File: src/bcs1_pkg.sv
// Shared types and constants for the BLE channel selection (algorithm 1) block.
package bcs1_pkg;

	localparam int CH_W       = 6;
	localparam int HOP_W      = 5;
	localparam int MAP_W      = 37;
	localparam int CFG_IDX_W  = 1;
	localparam int CFG_DATA_W = 37;
	localparam int ALU_W      = 7;

	localparam logic [ALU_W-1:0]     NUM_CH    = 7'd37;
	localparam logic [CH_W-1:0]      LAST_CH   = 6'd36;
	localparam logic [CH_W-1:0]      DIV_LAST  = 6'(CH_W - 1);
	localparam logic [HOP_W-1:0]     HOP_RESET = 5'd5;
	localparam logic [MAP_W-1:0]     MAP_RESET = {MAP_W{1'b1}};

	localparam logic [CFG_IDX_W-1:0] REG_HOP = 1'd0;
	localparam logic [CFG_IDX_W-1:0] REG_MAP = 1'd1;

	typedef struct packed {
		logic [HOP_W-1:0] hop;
		logic [MAP_W-1:0] chmap;
	} cfg_t;

	typedef enum logic {
		ALU_ADD,
		ALU_SUB
	} alu_op_t;

	typedef struct packed {
		logic [ALU_W-1:0] res;
		logic             borrow;
	} alu_out_t;

endpackage

File: src/bcs1_if.sv
// Handshake interfaces for connection-event ticks and channel results.
interface bcs1_tick_if;
	logic valid;
	logic ready;
	logic restart;

	modport source (output valid, output restart, input ready);
	modport sink (input valid, input restart, output ready);
endinterface

interface bcs1_res_if;
	logic       valid;
	logic       ready;
	logic [5:0] channel;
	logic [5:0] unmapped_channel;
	logic       was_remapped;
	logic       map_empty;

	modport source (output valid, output channel, output unmapped_channel,
		output was_remapped, output map_empty, input ready);
	modport sink (input valid, input channel, input unmapped_channel,
		input was_remapped, input map_empty, output ready);
endinterface

File: src/bcs1_regs.sv
// Configuration registers: hop increment and channel map.
module bcs1_regs import bcs1_pkg::*; (
	input  logic                  clk,
	input  logic                  arst_n,
	input  logic                  cfg_we,
	input  logic [CFG_IDX_W-1:0]  cfg_idx,
	input  logic [CFG_DATA_W-1:0] cfg_data,
	output cfg_t                  cfg
);

	logic [HOP_W-1:0] hop_q;
	logic [MAP_W-1:0] map_q;

	always_ff @(posedge clk or negedge arst_n) begin
		if (!arst_n) begin
			hop_q <= HOP_RESET;
			map_q <= MAP_RESET;
		end else if (cfg_we) begin
			case (cfg_idx)
				REG_HOP: hop_q <= cfg_data[HOP_W-1:0];
				REG_MAP: map_q <= cfg_data[MAP_W-1:0];
				default: ;
			endcase
		end
	end

	assign cfg.hop   = hop_q;
	assign cfg.chmap = map_q;

endmodule

File: src/bcs1_alu.sv
// Shared 7-bit add/subtract unit with borrow out.
module bcs1_alu import bcs1_pkg::*; (
	input  alu_op_t          op,
	input  logic [ALU_W-1:0] a,
	input  logic [ALU_W-1:0] b,
	output alu_out_t         y
);

	logic [ALU_W:0] full;

	always_comb begin
		case (op)
			ALU_ADD: full = {1'b0, a} + {1'b0, b};
			ALU_SUB: full = {1'b0, a} - {1'b0, b};
			default: full = '0;
		endcase
		y.res    = full[ALU_W-1:0];
		y.borrow = full[ALU_W];
	end

endmodule

File: src/bcs1_core.sv
// Sequencer: hop, map check, used-channel count, modulo and set-bit search.
module bcs1_core import bcs1_pkg::*; (
	input  logic        clk,
	input  logic        arst_n,
	input  cfg_t        cfg,
	bcs1_tick_if.sink   tick,
	bcs1_res_if.source  res
);

	typedef enum logic [2:0] {
		S_IDLE,
		S_ADD,
		S_WRAP,
		S_CHECK,
		S_COUNT,
		S_DIV,
		S_SEL,
		S_DONE
	} state_t;

	state_t            state_q;
	logic [CH_W-1:0]   last_q;
	logic [ALU_W-1:0]  acc_q;
	logic [CH_W-1:0]   cnt_q;
	logic [CH_W-1:0]   idx_q;
	logic [CH_W-1:0]   rem_q;
	logic [CH_W-1:0]   dvd_q;
	logic [CH_W-1:0]   seen_q;
	logic [CH_W-1:0]   chan_q;
	logic              remap_q;
	logic              empty_q;
	logic              out_valid_q;
	logic [CH_W-1:0]   out_chan_q;
	logic [CH_W-1:0]   out_unmap_q;
	logic              out_remap_q;
	logic              out_empty_q;

	alu_op_t           alu_op;
	logic [ALU_W-1:0]  alu_a;
	logic [ALU_W-1:0]  alu_b;
	alu_out_t          alu_y;
	logic              map_bit;
	logic [CH_W-1:0]   wrapped;

	assign map_bit = cfg.chmap[idx_q];
	assign wrapped = alu_y.borrow ? acc_q[CH_W-1:0] : alu_y.res[CH_W-1:0];

	always_comb begin
		alu_op = ALU_ADD;
		alu_a  = '0;
		alu_b  = '0;
		case (state_q)
			S_ADD: begin
				alu_a = acc_q;
				alu_b = {2'b00, cfg.hop};
			end
			S_WRAP: begin
				alu_op = ALU_SUB;
				alu_a  = acc_q;
				alu_b  = NUM_CH;
			end
			S_COUNT: begin
				alu_a = {1'b0, cnt_q};
				alu_b = {6'b0, map_bit};
			end
			S_DIV: begin
				alu_op = ALU_SUB;
				alu_a  = {rem_q, dvd_q[CH_W-1]};
				alu_b  = {1'b0, cnt_q};
			end
			S_SEL: begin
				alu_a = {1'b0, seen_q};
				alu_b = {6'b0, map_bit};
			end
			default: ;
		endcase
	end

	bcs1_alu u_alu (
		.op (alu_op),
		.a  (alu_a),
		.b  (alu_b),
		.y  (alu_y)
	);

	always_ff @(posedge clk or negedge arst_n) begin
		if (!arst_n) begin
			state_q     <= S_IDLE;
			last_q      <= '0;
			out_valid_q <= 1'b0;
		end else begin
			if (out_valid_q && res.ready && state_q != S_DONE)
				out_valid_q <= 1'b0;
			case (state_q)
				S_IDLE: begin
					if (tick.valid) begin
						acc_q   <= tick.restart ? '0 : {1'b0, last_q};
						state_q <= S_ADD;
					end
				end
				S_ADD: begin
					acc_q   <= alu_y.res;
					state_q <= S_WRAP;
				end
				S_WRAP: begin
					acc_q   <= {1'b0, wrapped};
					last_q  <= wrapped;
					state_q <= S_CHECK;
				end
				S_CHECK: begin
					empty_q <= 1'b0;
					idx_q   <= '0;
					cnt_q   <= '0;
					if (cfg.chmap[acc_q[CH_W-1:0]]) begin
						chan_q  <= acc_q[CH_W-1:0];
						remap_q <= 1'b0;
						state_q <= S_DONE;
					end else begin
						remap_q <= 1'b1;
						state_q <= S_COUNT;
					end
				end
				S_COUNT: begin
					cnt_q <= alu_y.res[CH_W-1:0];
					if (idx_q == LAST_CH) begin
						idx_q <= '0;
						rem_q <= '0;
						dvd_q <= acc_q[CH_W-1:0];
						if (alu_y.res[CH_W-1:0] == '0) begin
							empty_q <= 1'b1;
							chan_q  <= '0;
							state_q <= S_DONE;
						end else begin
							state_q <= S_DIV;
						end
					end else begin
						idx_q <= idx_q + 1'b1;
					end
				end
				S_DIV: begin
					// restoring division, one quotient bit per cycle
					rem_q <= alu_y.borrow ? alu_a[CH_W-1:0] : alu_y.res[CH_W-1:0];
					dvd_q <= {dvd_q[CH_W-2:0], 1'b0};
					if (idx_q == DIV_LAST) begin
						idx_q   <= '0;
						seen_q  <= '0;
						state_q <= S_SEL;
					end else begin
						idx_q <= idx_q + 1'b1;
					end
				end
				S_SEL: begin
					if (map_bit && seen_q == rem_q) begin
						chan_q  <= idx_q;
						state_q <= S_DONE;
					end else begin
						seen_q <= alu_y.res[CH_W-1:0];
						idx_q  <= idx_q + 1'b1;
					end
				end
				S_DONE: begin
					if (!out_valid_q || res.ready) begin
						out_valid_q <= 1'b1;
						out_chan_q  <= chan_q;
						out_unmap_q <= acc_q[CH_W-1:0];
						out_remap_q <= remap_q;
						out_empty_q <= empty_q;
						state_q     <= S_IDLE;
					end
				end
				default: state_q <= S_IDLE;
			endcase
		end
	end

	assign tick.ready           = (state_q == S_IDLE);
	assign res.valid            = out_valid_q;
	assign res.channel          = out_chan_q;
	assign res.unmapped_channel = out_unmap_q;
	assign res.was_remapped     = out_remap_q;
	assign res.map_empty        = out_empty_q;

endmodule

File: src/ble_channel_select_csa1_top.sv
// Top level of the BLE data channel selector, algorithm 1.
//
// One transaction on tick is one connection event; restart clears the hop
// sequence before that event's hop. Each tick gives exactly one transaction
// on res: selected channel, unmapped channel and remap / empty-map flags.
// Registers are written through cfg_we / cfg_idx / cfg_data: index 0 holds
// the hop increment, index 1 the 37-bit channel map.
//
// After a tick is taken the sequencer adds the hop, wraps it at 37 and checks
// the map: if the unmapped channel is used, it is the result. Otherwise it
// counts the used channels, stops there when the map is empty, and else runs
// a restoring modulo and a set-bit scan, all on one shared adder.
// tick.ready is high only while the sequencer is idle, so a new event is not
// taken until the sequencer has finished the last one.
// res is registered: a new tick is taken while a result waits, and the
// sequencer holds its finished result until the output register is free.
// Reset restores hop increment 5, all channels used and unmapped channel 0.
module ble_channel_select_csa1_top import bcs1_pkg::*; (
	input  logic                  clk,
	input  logic                  arst_n,
	input  logic                  cfg_we,
	input  logic [CFG_IDX_W-1:0]  cfg_idx,
	input  logic [CFG_DATA_W-1:0] cfg_data,
	bcs1_tick_if.sink             tick,
	bcs1_res_if.source            res
);

	cfg_t cfg;

	bcs1_regs u_regs (
		.clk      (clk),
		.arst_n   (arst_n),
		.cfg_we   (cfg_we),
		.cfg_idx  (cfg_idx),
		.cfg_data (cfg_data),
		.cfg      (cfg)
	);

	bcs1_core u_core (
		.clk    (clk),
		.arst_n (arst_n),
		.cfg    (cfg),
		.tick   (tick),
		.res    (res)
	);

endmodule

File: src/flat_wrapper.sv
// flat-port wrapper written by rule: the top's interface ports become plain ports
module ble_channel_select_csa1_top_flat import bcs1_pkg::*;
  (clk, arst_n, cfg_we, cfg_idx, cfg_data, tick_valid, tick_restart, tick_ready, res_valid, res_channel, res_unmapped_channel, res_was_remapped, res_map_empty, res_ready);
  bcs1_tick_if tick_i ();
  bcs1_res_if res_i ();
  input  logic clk;
  input  logic arst_n;
  input  logic cfg_we;
  input  logic [CFG_IDX_W-1:0] cfg_idx;
  input  logic [CFG_DATA_W-1:0] cfg_data;
  input wire logic [$bits(tick_i.valid)-1:0] tick_valid;
  input wire logic [$bits(tick_i.restart)-1:0] tick_restart;
  output wire logic [$bits(tick_i.ready)-1:0] tick_ready;
  output wire logic [$bits(res_i.valid)-1:0] res_valid;
  output wire logic [$bits(res_i.channel)-1:0] res_channel;
  output wire logic [$bits(res_i.unmapped_channel)-1:0] res_unmapped_channel;
  output wire logic [$bits(res_i.was_remapped)-1:0] res_was_remapped;
  output wire logic [$bits(res_i.map_empty)-1:0] res_map_empty;
  input wire logic [$bits(res_i.ready)-1:0] res_ready;
  assign tick_i.valid = tick_valid;
  assign tick_i.restart = tick_restart;
  assign tick_ready = tick_i.ready;
  assign res_valid = res_i.valid;
  assign res_channel = res_i.channel;
  assign res_unmapped_channel = res_i.unmapped_channel;
  assign res_was_remapped = res_i.was_remapped;
  assign res_map_empty = res_i.map_empty;
  assign res_i.ready = res_ready;
  ble_channel_select_csa1_top u_core (.clk(clk), .arst_n(arst_n), .cfg_we(cfg_we), .cfg_idx(cfg_idx), .cfg_data(cfg_data), .tick(tick_i), .res(res_i));
endmodule
File: config.mk
export PLATFORM = sky130hd
export DESIGN_NAME = ble_channel_select_csa1_top_flat
export DESIGN_NICKNAME = d
export VERILOG_FILES = /design/src/bcs1_pkg.sv /design/src/bcs1_if.sv /design/src/bcs1_regs.sv /design/src/bcs1_alu.sv /design/src/bcs1_core.sv /design/src/ble_channel_select_csa1_top.sv /design/src/flat_wrapper.sv
export SDC_FILE = /design/constraint.sdc
export NUM_CORES = 1
export LEC_CHECK = 0
export BUFFER_PORTS_ARGS = -buffer_cell sky130_fd_sc_hd__buf_2
export CORE_ASPECT_RATIO = 0.9
export CORE_MARGIN = 1.5
export CORE_UTILIZATION = 60
export CTS_BUF_LIST = sky130_fd_sc_hd__clkbuf_16
export CTS_CLUSTER_DIAMETER = 200
export CTS_CLUSTER_SIZE = 16
export DETAILED_ROUTE_END_ITERATION = 10
export PLACE_DENSITY = 0.9
export REMOVE_ABC_BUFFERS = 1
export SLEW_MARGIN = 20
export SYNTH_ARGS = -nofsm -noshare
export SYNTH_HDL_FRONTEND = slang
export SYNTH_SLANG_ARGS = --single-unit
File: constraint.sdc
create_clock -name clk -period 6.2 [get_ports clk]
set_input_delay 0.31 -clock clk [delete_from_list [all_inputs] [get_ports clk]]
set_output_delay 0.31 -clock clk [all_outputs]
set_load 0.05 [all_outputs]
==> impl_metrics.ini, run 1 <==
[timing]
tightest_slew_ps = 1130
setup_violations = 0
min_period_over_period_pct = 92.3
skew_ps = 9.88
rsz0062_at_grt = false
setup-tns-final_ps = 0
hold_viol_final = 0
slew_viol_final = 0
min_period_ps = 5720
fmax_mhz = 175
relSlewSlack_pct = 24.1

[clock_network]
root_buffer = clkbuf_16
clk_latency_ps = 350
cts_buffers = 9
cts.path.max_buffers = 2
cts_tree = yes
cts_max_level = 3
cts_num_sinks = 111
clkTransAtPathRegs_ps = 80

[min_path]
hp-class = in -> async

[placed_design]
hpwl_um = 11300
globalplace.congestion = 0.989
numPortBuffers = 59

[setup_path]
cp_num_cells = 20
cpMostUsedCell = a21oi_1
crit_chain = mux4_2, mux2_2, a21oi_1, o22ai_1, a21oi_1, nand2_1, a21oi_1, ha_1, o21ai_1, nor2_1, o22a_1, o211ai_1, ha_1, a21oi_1, o21ai_1, a31o_1, a211o_1, o32ai_1, or2_1, a211oi_1
cpLargestDelayFamily = compound AO/OA/AOI/OAI gates
arrival_ps = 5800
cp.required_ps = 6280
cp_max_fo = 16
r2r_cells = 20
r2r_setup_slack_ps = 480
crit_buf_inv = 0
end_kind = flop
max_stage_delay_ps = 730
critPathKind = reg -> reg
cp-start-kind = flop
cp_slowest_cell = edfxtp_1

[logic_synthesis]
yosys.area.top_type = edfxtp_1
syn-cell-area_um2 = 6220
async_reset_ff_share_pct = 46.8
yosysMostFrequentCell = edfxtp_1
synthCells = 546
ys_seq_elements = 111
yosysUniqueCellTypes = 61
ys_warn_count = 0
synth_edf_count = 59
synthFlopType = edfxtp_1
syn_avg_cell_area_um2 = 11.4
synth.area.top_cells = edfxtp_1 (28%), dfstp_2 (16%), mux2_2 (8.5%)
synth-seq-area-share_pct = 50.2
yosysTopAreaCellShare_pct = 28.5
ys_top_cells_by_count = edfxtp_1 (59), nand2_1 (56), mux2_2 (47)

[detailed_routing]
ant_nets = 0
vias = 4707
wire_per_inst_um = 21.3
drt-initial-drc-count = 572
dr.pass1.iters = 6
avgViaCountPerCell = 6.47
drc = 0
routed_wl_um = 15500

[floorplan]
start_util_pct = 61.2
die_area_um2 = 11000
ios = 60
dieHeight_um = 99.6
rows = 35
coreArea_um2 = 10200
die_x_um = 110

[finish]
fin_nets = 649
antenna_cells = 0
post_route_cells_drive_above_1_share_pct = 31.8
num-fill-cells = 716
syn_to_final_growth_pct = 11.1

[grt]
grt_antenna_before_repair = 0
grt_pass1_vias = 4740
grt_usage_pct = 30.3
grt_pass1_wl_um = 24900
grt_max_degree = 60
grt_overflow_total = 0

[flow_run]
maxCapViolCount = 0

[outcome]
status = finished, final reports clean
==> kinds of logic after synthesis <==
| group | Yosys count | share of synthesized area, % |
|---|---|---|
| buf+inv | 43 | 2.88 |
| xor+xnor | 17 | 2.39 |
| mux | 87 | 17.7 |
| flops | 111 | 50.2 |
| fa+ha+maj | 12 | 2.54 |
| simple gates | 163 | 12.4 |
| compound gates | 113 | 11.9 |
==> cells in the final DEF, fill, tap and decap left out, types with 5 or more instances in the layout <==
cell type   n
a21oi_1    34
a22o_1      6
a22oi_1     5
a311o_1     8
and2_1     15
and3_1      8
buf_2      59
buf_4       8
clkbuf_16   9
dfrtp_1    13
dfstp_2    39
edfxtp_1   59
ha_1       11
inv_1       8
mux2_1      5
mux2_2     47
mux2i_1    22
mux4_2     13
nand2_1    56
nand2b_1    5
nor2_1     41
nor2b_1     8
nor3_1     11
o21ai_0     7
o21ai_1    18
o22ai_1     5
xnor2_1    11
xor2_1      6
==> layer usage <==
layer,up-vias,routed length (um),track usage [%]
met5,-,0,0
met4,0,490,11.3
met3,47,1910,10.4
met2,316,6840,43.8
met1,2232,6230,42.3
li1,2112,-,-
==> registers in the layout (all words and copies together), names as in the netlist, 3 cells and up <==
| register | flops |
|---|---|
| u_core.u_core.state_q | 3 |
| u_core.u_core.acc_q | 7 |
| u_core.u_regs.map_q | 37 |
| u_core.u_core.idx_q | 6 |
| u_core.u_core.res.channel | 6 |
| u_core.u_core.dvd_q | 6 |
| u_core.u_core.rem_q | 6 |
| u_core.u_core.cnt_q | 6 |
| u_core.u_core.last_q | 6 |
| u_core.u_core.chan_q | 6 |
| u_core.u_regs.hop_q | 5 |
| u_core.u_core.res.unmapped_channel | 6 |
| u_core.u_core.seen_q | 6 |
==> final timing paths <==
path                                             start                           to
worst max-delay path            u_core.u_core.idx_q[0]       u_core.u_core.rem_q[0]
worst min-delay path                            arst_n       u_core.u_regs.hop_q[3]
worst max register to register  u_core.u_core.idx_q[0]       u_core.u_core.rem_q[0]
worst min register to register   u_core.u_core.empty_q  u_core.u_core.res.map_empty
max in group asynchronous                       arst_n      u_core.u_core.last_q[0]
min in group clk                          cfg_data[30]      u_core.u_regs.map_q[30]
==> final cells by class <==
class	instances	area (um2)	area share, %
clock inverter	7	78.8	1.14
timing repair buffer	67	355	5.14
clock buffer	9	225	3.26
sequential	111	3120	45.2
tap	129	161	2.34
multi-input combinational	392	2920	42.3
inverter	12	45.0	0.652
==> through the flow <==
| step | worst slack, ps | hold WS [ps] | std cells | cell area (um2) | utilization (%) |
|---|---|---|---|---|---|
| after floorplan | 1030 | 14.4 | 515 | 6080 | - |
| after global placement | 787 | 404 | 711 | 6600 | 65.0 |
| after detailed placement | 515 | 405 | 711 | 6600 | 65.0 |
| after CTS | 479 | 112 | 727 | 6910 | 68.0 |
| after global routing | 64.1 | 165 | 727 | 6910 | 68.0 |
| final | 480 | 113 | 727 | 6910 | 68.0 |
==> worst reg2reg max path, stage by stage (launching register included) <==
cell	delay, ps
edfxtp_1	730
mux4_2	580
mux2_2	280
a21oi_1	140
o22ai_1	130
a21oi_1	260
nand2_1	110
a21oi_1	240
ha_1	200
o21ai_1	70
nor2_1	220
o22a_1	180
o211ai_1	90
ha_1	350
a21oi_1	140
o21ai_1	140
a31o_1	290
a211o_1	280
o32ai_1	240
or2_1	600
a211oi_1	190
==> repair_timing <==
item | CTS | global route
gates resized for setup | 0 | 1
endpoints found under the setup margin | 0 | 6
hold buffers | 0 | 0
setup buffers | 0 | 0
Power of run 1 is not shown: default switching activity piles up to over one toggle a cycle in this logic, so the estimate is an artifact.
==> inputs of run 2 (changes only) <==
ABC_AREA = 1   (was default)
CORE_MARGIN = default   (was 1.5)
==> run 2 against run 1 <==
  * Cell count increased by 22%
  * Utilization grew 1.7 points
  * Register-to-register slack better by 420 ps
  * Area after synthesis down 0.54%
  * Worst hold slack worse by 24 ps
  * Fmax up 8.0%
  * First-iteration DRC count rose by 1.7%
  * Critical endpoint is now u_core.u_core.chan_q[3]
  * Highest routed layer unchanged
==> impl_metrics.ini, run 2 <==
[clock_network]
cts_tree = yes
cts_num_sinks = 111
clkTransAtPathRegs_ps = 90
cts_max_level = 3
root_buffer = clkbuf_16
cts_buffers = 9
cts.path.max_buffers = 2
cts_setup_buffers = 0
cts_hold_buf = 0
clk_latency_ps = 360
ctsResizeCount = 0

[finish]
final_util_pct = 69.7
top_register = u_core.u_regs.map_q
post_route_cells_drive_above_1_share_pct = 22.9
final_cell_mix = nand2_1 (124), inv_1 (85), nor2_1 (61), a21oi_1 (61)
antenna_cells = 0
reg.largest.list = u_core.u_regs.map_q: 37 flops, u_core.u_core.acc_q: 7 flops
fin_nets = 810
final_common_cell = nand2_1
largest_reg_flops = 37
layoutNonFillerInstCount = 885
syn_to_final_growth_pct = 10.7

[placed_design]
globalplace.congestion = 0.988
place_ws_ps = 1190
numPortBuffers = 59
place_inst = 869
hpwl_um = 11400

[logic_synthesis]
syn-cell-area_um2 = 6180
ys_warn_count = 0
ys_top_cells_by_count = nand2_1 (125), inv_1 (85), a21oi_1 (61), nor2_1 (61)
yosysTopAreaCellShare_pct = 28.6
ys_seq_elements = 111
synth.area.top_cells = edfxtp_1 (29%), dfstp_2 (17%), nand2_1 (7.6%)
synth_edf_count = 59
synthFlopType = edfxtp_1
yosys.area.top_type = edfxtp_1
syn_avg_cell_area_um2 = 8.77
synth-seq-area-share_pct = 50.5
yosysUniqueCellTypes = 49
yosysMostFrequentCell = nand2_1
synthCells = 705
async_reset_ff_share_pct = 46.8

[timing]
min_period_over_period_pct = 85.4
min_period_ps = 5300
slew_viol_final = 0
relSlewSlack_pct = 29.1
setup-tns-final_ps = 0
worst_slack_ps = 904
setup_violations = 0
fmax_mhz = 189
hold_viol_final = 0
skew_ps = 12.3
rsz0062_at_grt = false
tightest_slew_ps = 1060

[setup_path]
cpMostUsedCell = nand2_1
cp_slowest_cell = edfxtp_1
cp-start-kind = flop
worstSetupStartpoint = u_core.u_core.idx_q[0]
cp.required_ps = 6210
cp_max_fo = 30
r2r_start = u_core.u_core.idx_q[0]
cpLargestDelayFamily = simple AND/OR/NAND/NOR gates
end_kind = flop
max_stage_delay_ps = 980
critPathKind = reg -> reg
arrival_ps = 5310
crit_buf_inv = 3

[floorplan]
coreArea_um2 = 9830
dieHeight_um = 98.3
start_util_pct = 62.9
ios = 60
die_x_um = 109
die_area_um2 = 10700
rows = 34

[min_path]
hp-class = in -> async

[outcome]
status = finished, final reports clean

[flow_run]
maxCapViolCount = 0

[detailed_routing]
drc = 0
drt-initial-drc-count = 582
vias = 5413
avgViaCountPerCell = 6.12
wire_per_inst_um = 18.2
ant_nets = 0
routed_wl_um = 16100
dr.pass1.iters = 6

[grt]
grt_max_degree = 63
grt_usage_pct = 32.2
grt_antenna_before_repair = 0
grt_pass1_vias = 5335
grt_overflow_total = 0
grt_pass1_wl_um = 26100
==> run 2: cell types whose count changed after synthesis, sizes merged, moves of 10 or more <==
cell,previous run,this run
inv,12,98
nand2,56,129
nand3,3,68
mux2,52,12
o21ai,25,62
nor2,42,69
a21oi,35,61
mux2i,22,0
and2,15,1
mux4,13,0
clkbuf,24,14
==> run 2: cell type report <==
| cell class | instances | area, um2 |
|---|---|---|
| Sequential cell | 111 | 3120 |
| Fill cell | 713 | 2980 |
| Multi-Input combinational cell | 471 | 2560 |
| Inverter | 100 | 385 |
| Timing Repair Buffer | 61 | 310 |
| Clock buffer | 9 | 225 |
| Tap cell | 126 | 158 |
| Clock inverter | 7 | 86.3 |
==> run 2: cell families (layout without fill, tap and decap cells) <==
group                      Yosys count  after routing  synth area share [%]
buffers and inverters              123            177                  8.44
DFF                                111            111                  50.5
and+or+nand+nor                    284            284                  21.0
AOI/OAI and AO/OA                  152            152                  13.8
adders and majority gates           12             12                  2.55
muxes                               12             12                  2.18
xor gates and xnor gates            11             11                  1.56
==> run 2: worst reg2reg max path, stage by stage (launching register included) <==
cell and delay (ps):
edfxtp_1 980, inv_4 220, nand2_1 110, nand3_1 70, nand2_1 100, nand2_1 50
nand2_1 60, nor2_1 40, nand2_1 60, nand3_1 80, nand2_1 110, nand2_2 100
nand2_1 110, inv_1 50, ha_1 160, or2_2 310, xor2_1 170, ha_1 360
nand2_1 80, o21ai_1 230, a21oi_1 100, o21bai_1 210, xor2_1 110, inv_1 140
nand2_1 120, o21ai_0 240, o21ai_0 160, nor2_1 400
==> run 2: layer usage <==
metal  vias up  wire length, um  GRT usage, %
li1       2471                -             -
met1      2497             6200          42.3
met2       388             7510          50.2
met3        57             1930          8.41
met4         0              511          13.6
met5         -                0             0
==> run 2: path summary, 6_finish.rpt <==
kind	to	slack (ps)	cells past startpoint
worst min-delay path	u_core.u_core.last_q[4]	90	2
min in group clk	u_core.u_regs.map_q[17]	170	3
worst max register to register	u_core.u_core.chan_q[3]	900	27
worst min register to register	u_core.u_core.res.was_remapped	430	0
max in group asynchronous	u_core.u_core.last_q[0]	5660	2
worst max-delay path	u_core.u_core.chan_q[3]	900	27
==> run 2: stage by stage <==
step	hold WS (ps)	area, um2
2_1_floorplan	14.4	6050
3_3_place_gp	407	6530
3_5_place_dp	414	6530
4_1_cts	108	6840
5_1_grt	161	6850
6_report	88.4	6850
Power of run 2 is left out for the same reason.
==> inputs of run 3 (changes only) <==
ABC_AREA = default   (was 1)
CELL_PAD_IN_SITES_DETAIL_PLACEMENT = 1   (was default)
CELL_PAD_IN_SITES_GLOBAL_PLACEMENT = 2   (was default)
CORE_UTILIZATION = 40   (was 60)
PLACE_DENSITY = 0.89   (was 0.9)
==> run 3 against run 2 <==
  * Highest routed layer unchanged
  * Largest cell class unchanged
  * Design area rose by 2.5%
  * Routed wire length rose by 8.7%
  * Sequential share of layout area fell by 1.1 points
  * Fmax fell by 8.1%
==> impl_metrics.ini, run 3 (synthesized netlist as in run 1, its figures left out) <==
[outcome]
status = finished, final reports clean

[detailed_routing]
wire_per_inst_um = 22.0
ant_nets = 0
dr.pass1.iters = 5
vias = 4723
routed_wl_um = 17600
drc = 0
avgViaCountPerCell = 5.91
drt-initial-drc-count = 417

[floorplan]
ios = 60
coreArea_um2 = 14900
rows = 42
start_util_pct = 41.7
die_area_um2 = 16000
die_x_um = 133
dieHeight_um = 120

[setup_path]
crit_buf_inv = 1
arrival_ps = 5850
cpMostUsedCell = a21oi_1
max_stage_delay_ps = 740
crit_chain = buf_4, mux2_1, a222oi_1, a21oi_1, a21oi_1, nand2_1, a21oi_1, ha_1, o21ai_1, nor2_1, o22a_1, o211ai_1, ha_1, a21oi_1, o21ai_1, a31o_1, a211o_1, o32ai_1, or2_1, a211oi_1
worstSetupEndpoint = u_core.u_core.rem_q[0]
end_kind = flop
cp_num_cells = 20
r2r_start = u_core.u_core.idx_q[0]
cpLargestDelayFamily = compound AO/OA/AOI/OAI gates
cp.required_ps = 6290
cp-start-kind = flop
cp_max_fo = 19
cp_slowest_cell = or2_1
r2r_cells = 20
reg2reg_to = u_core.u_core.rem_q[0]
r2r_setup_slack_ps = 440
worstSetupStartpoint = u_core.u_core.idx_q[0]
critPathKind = reg -> reg

[grt]
grt_pass1_wl_um = 28100
met1_usage_pct = 31.8
grt.met2_usage_pct = 37.5
grtUsageMet3_pct = 5.12
grt_usage_pct = 23.5
top_usage_layer = met2
grt_antenna_before_repair = 0
grt_overflow_total = 0
grt_max_degree = 60
grt_pass1_vias = 4904

[clock_network]
cts_tree = yes
cts_max_level = 3
ctsResizeCount = 0
cts.path.max_buffers = 2
cts_num_sinks = 111
clk_latency_ps = 370
cts_setup_buffers = 0
root_buffer = clkbuf_16
cts_buffers = 9
cts_hold_buf = 0
clkTransAtPathRegs_ps = 80

[timing]
rsz0062_at_grt = false
worst_slack_ps = 436
fmax_mhz = 173
min_period_ps = 5760
setup_violations = 0
setup-tns-final_ps = 0
tightest_slew_ps = 902
relSlewSlack_pct = 39.8
skew_ps = 7.83
min_period_over_period_pct = 93.0
slew_viol_final = 0
hold_viol_final = 0

[finish]
fin_nets = 652
largest_reg_flops = 37
multiInputGateArea_um2 = 2920
syn_to_final_growth_pct = 12.9
post_route_cells_drive_above_1_share_pct = 32.1
regArea_um2 = 3120
design_area_um2 = 7020
antenna_cells = 0
reg.largest.list = u_core.u_regs.map_q: 37 flops, u_core.u_core.acc_q: 7 flops
final_cell_mix = buf_2 (59), edfxtp_1 (59), nand2_1 (56)
top_register = u_core.u_regs.map_q
num-fill-cells = 1641

[placed_design]
post_dp_cell_area_um2 = 6710
numPortBuffers = 59
globalplace.congestion = 0.874
place_ws_ps = 591
hpwl_um = 12900

[flow_run]
maxCapViolCount = 0

[min_path]
hp-class = in -> async
## run 3: cell count changes in the layout (fill, tap and decap cells not counted), sizes merged, moves of 14 or more
| cell | delta |
|---|---|
| nand2 | -73 |
| nor2 | -27 |
| mux2i | +22 |
| inv | -85 |
| nand3 | -65 |
| a21oi | -26 |
| and2 | +14 |
| mux2 | +40 |
| o21ai | -37 |
## run 3: worst min path at each step
stage                                from                              to  slack [ps]  depth (start not counted)
floorplan                          arst_n         u_core.u_core.last_q[0]          10                          0
global placement    u_core.u_core.remap_q  u_core.u_core.res.was_remapped         410                          0
detailed placement  u_core.u_core.remap_q  u_core.u_core.res.was_remapped         410                          0
CTS                                arst_n          u_core.u_regs.hop_q[1]         110                          2
global route                       arst_n          u_core.u_regs.hop_q[4]         140                          2
finish                             arst_n          u_core.u_regs.hop_q[3]          90                          2
## run 3: area by class of cell
cell class	instances	share of cell area [%]
flip-flops and latches	111	44.5
multi-input cells	392	41.6
clock buffers	9	3.21
clock inverters	7	1.16
inverters	12	0.641
repair buffers	70	5.38
well taps	198	3.53
## run 3: worst reg2reg max path: stages (launching register included)
cell and delay (ps):
edfxtp_1 420, buf_4 320, mux2_1 360, a222oi_1 330, a21oi_1 180, a21oi_1 250, nand2_1 110, a21oi_1 260
ha_1 230, o21ai_1 70, nor2_1 220, o22a_1 180, o211ai_1 80, ha_1 350, a21oi_1 140, o21ai_1 150
a31o_1 300, a211o_1 290, o32ai_1 290, or2_1 740, a211oi_1 190
## run 3: layer usage
layer / routed length (um) / vias up
li1: - / 2114
met3: 1120 / 23
met4: 282 / 0
met5: 0 / -
met2: 8250 / 158
met1: 7900 / 2428
## run 3: through the flow
| stage | instances | hold WS (ps) | utilization (%) |
|---|---|---|---|
| 3_5_place_dp | 783 | 408 | 45.0 |
| 2_1_floorplan | 515 | 14.4 | - |
| 6_report | 799 | 94.8 | 47.0 |
| 5_1_grt | 799 | 137 | 47.0 |
| 4_1_cts | 799 | 115 | 47.0 |
| 3_3_place_gp | 783 | 407 | 45.0 |
Power of run 3 is left out for the same reason.
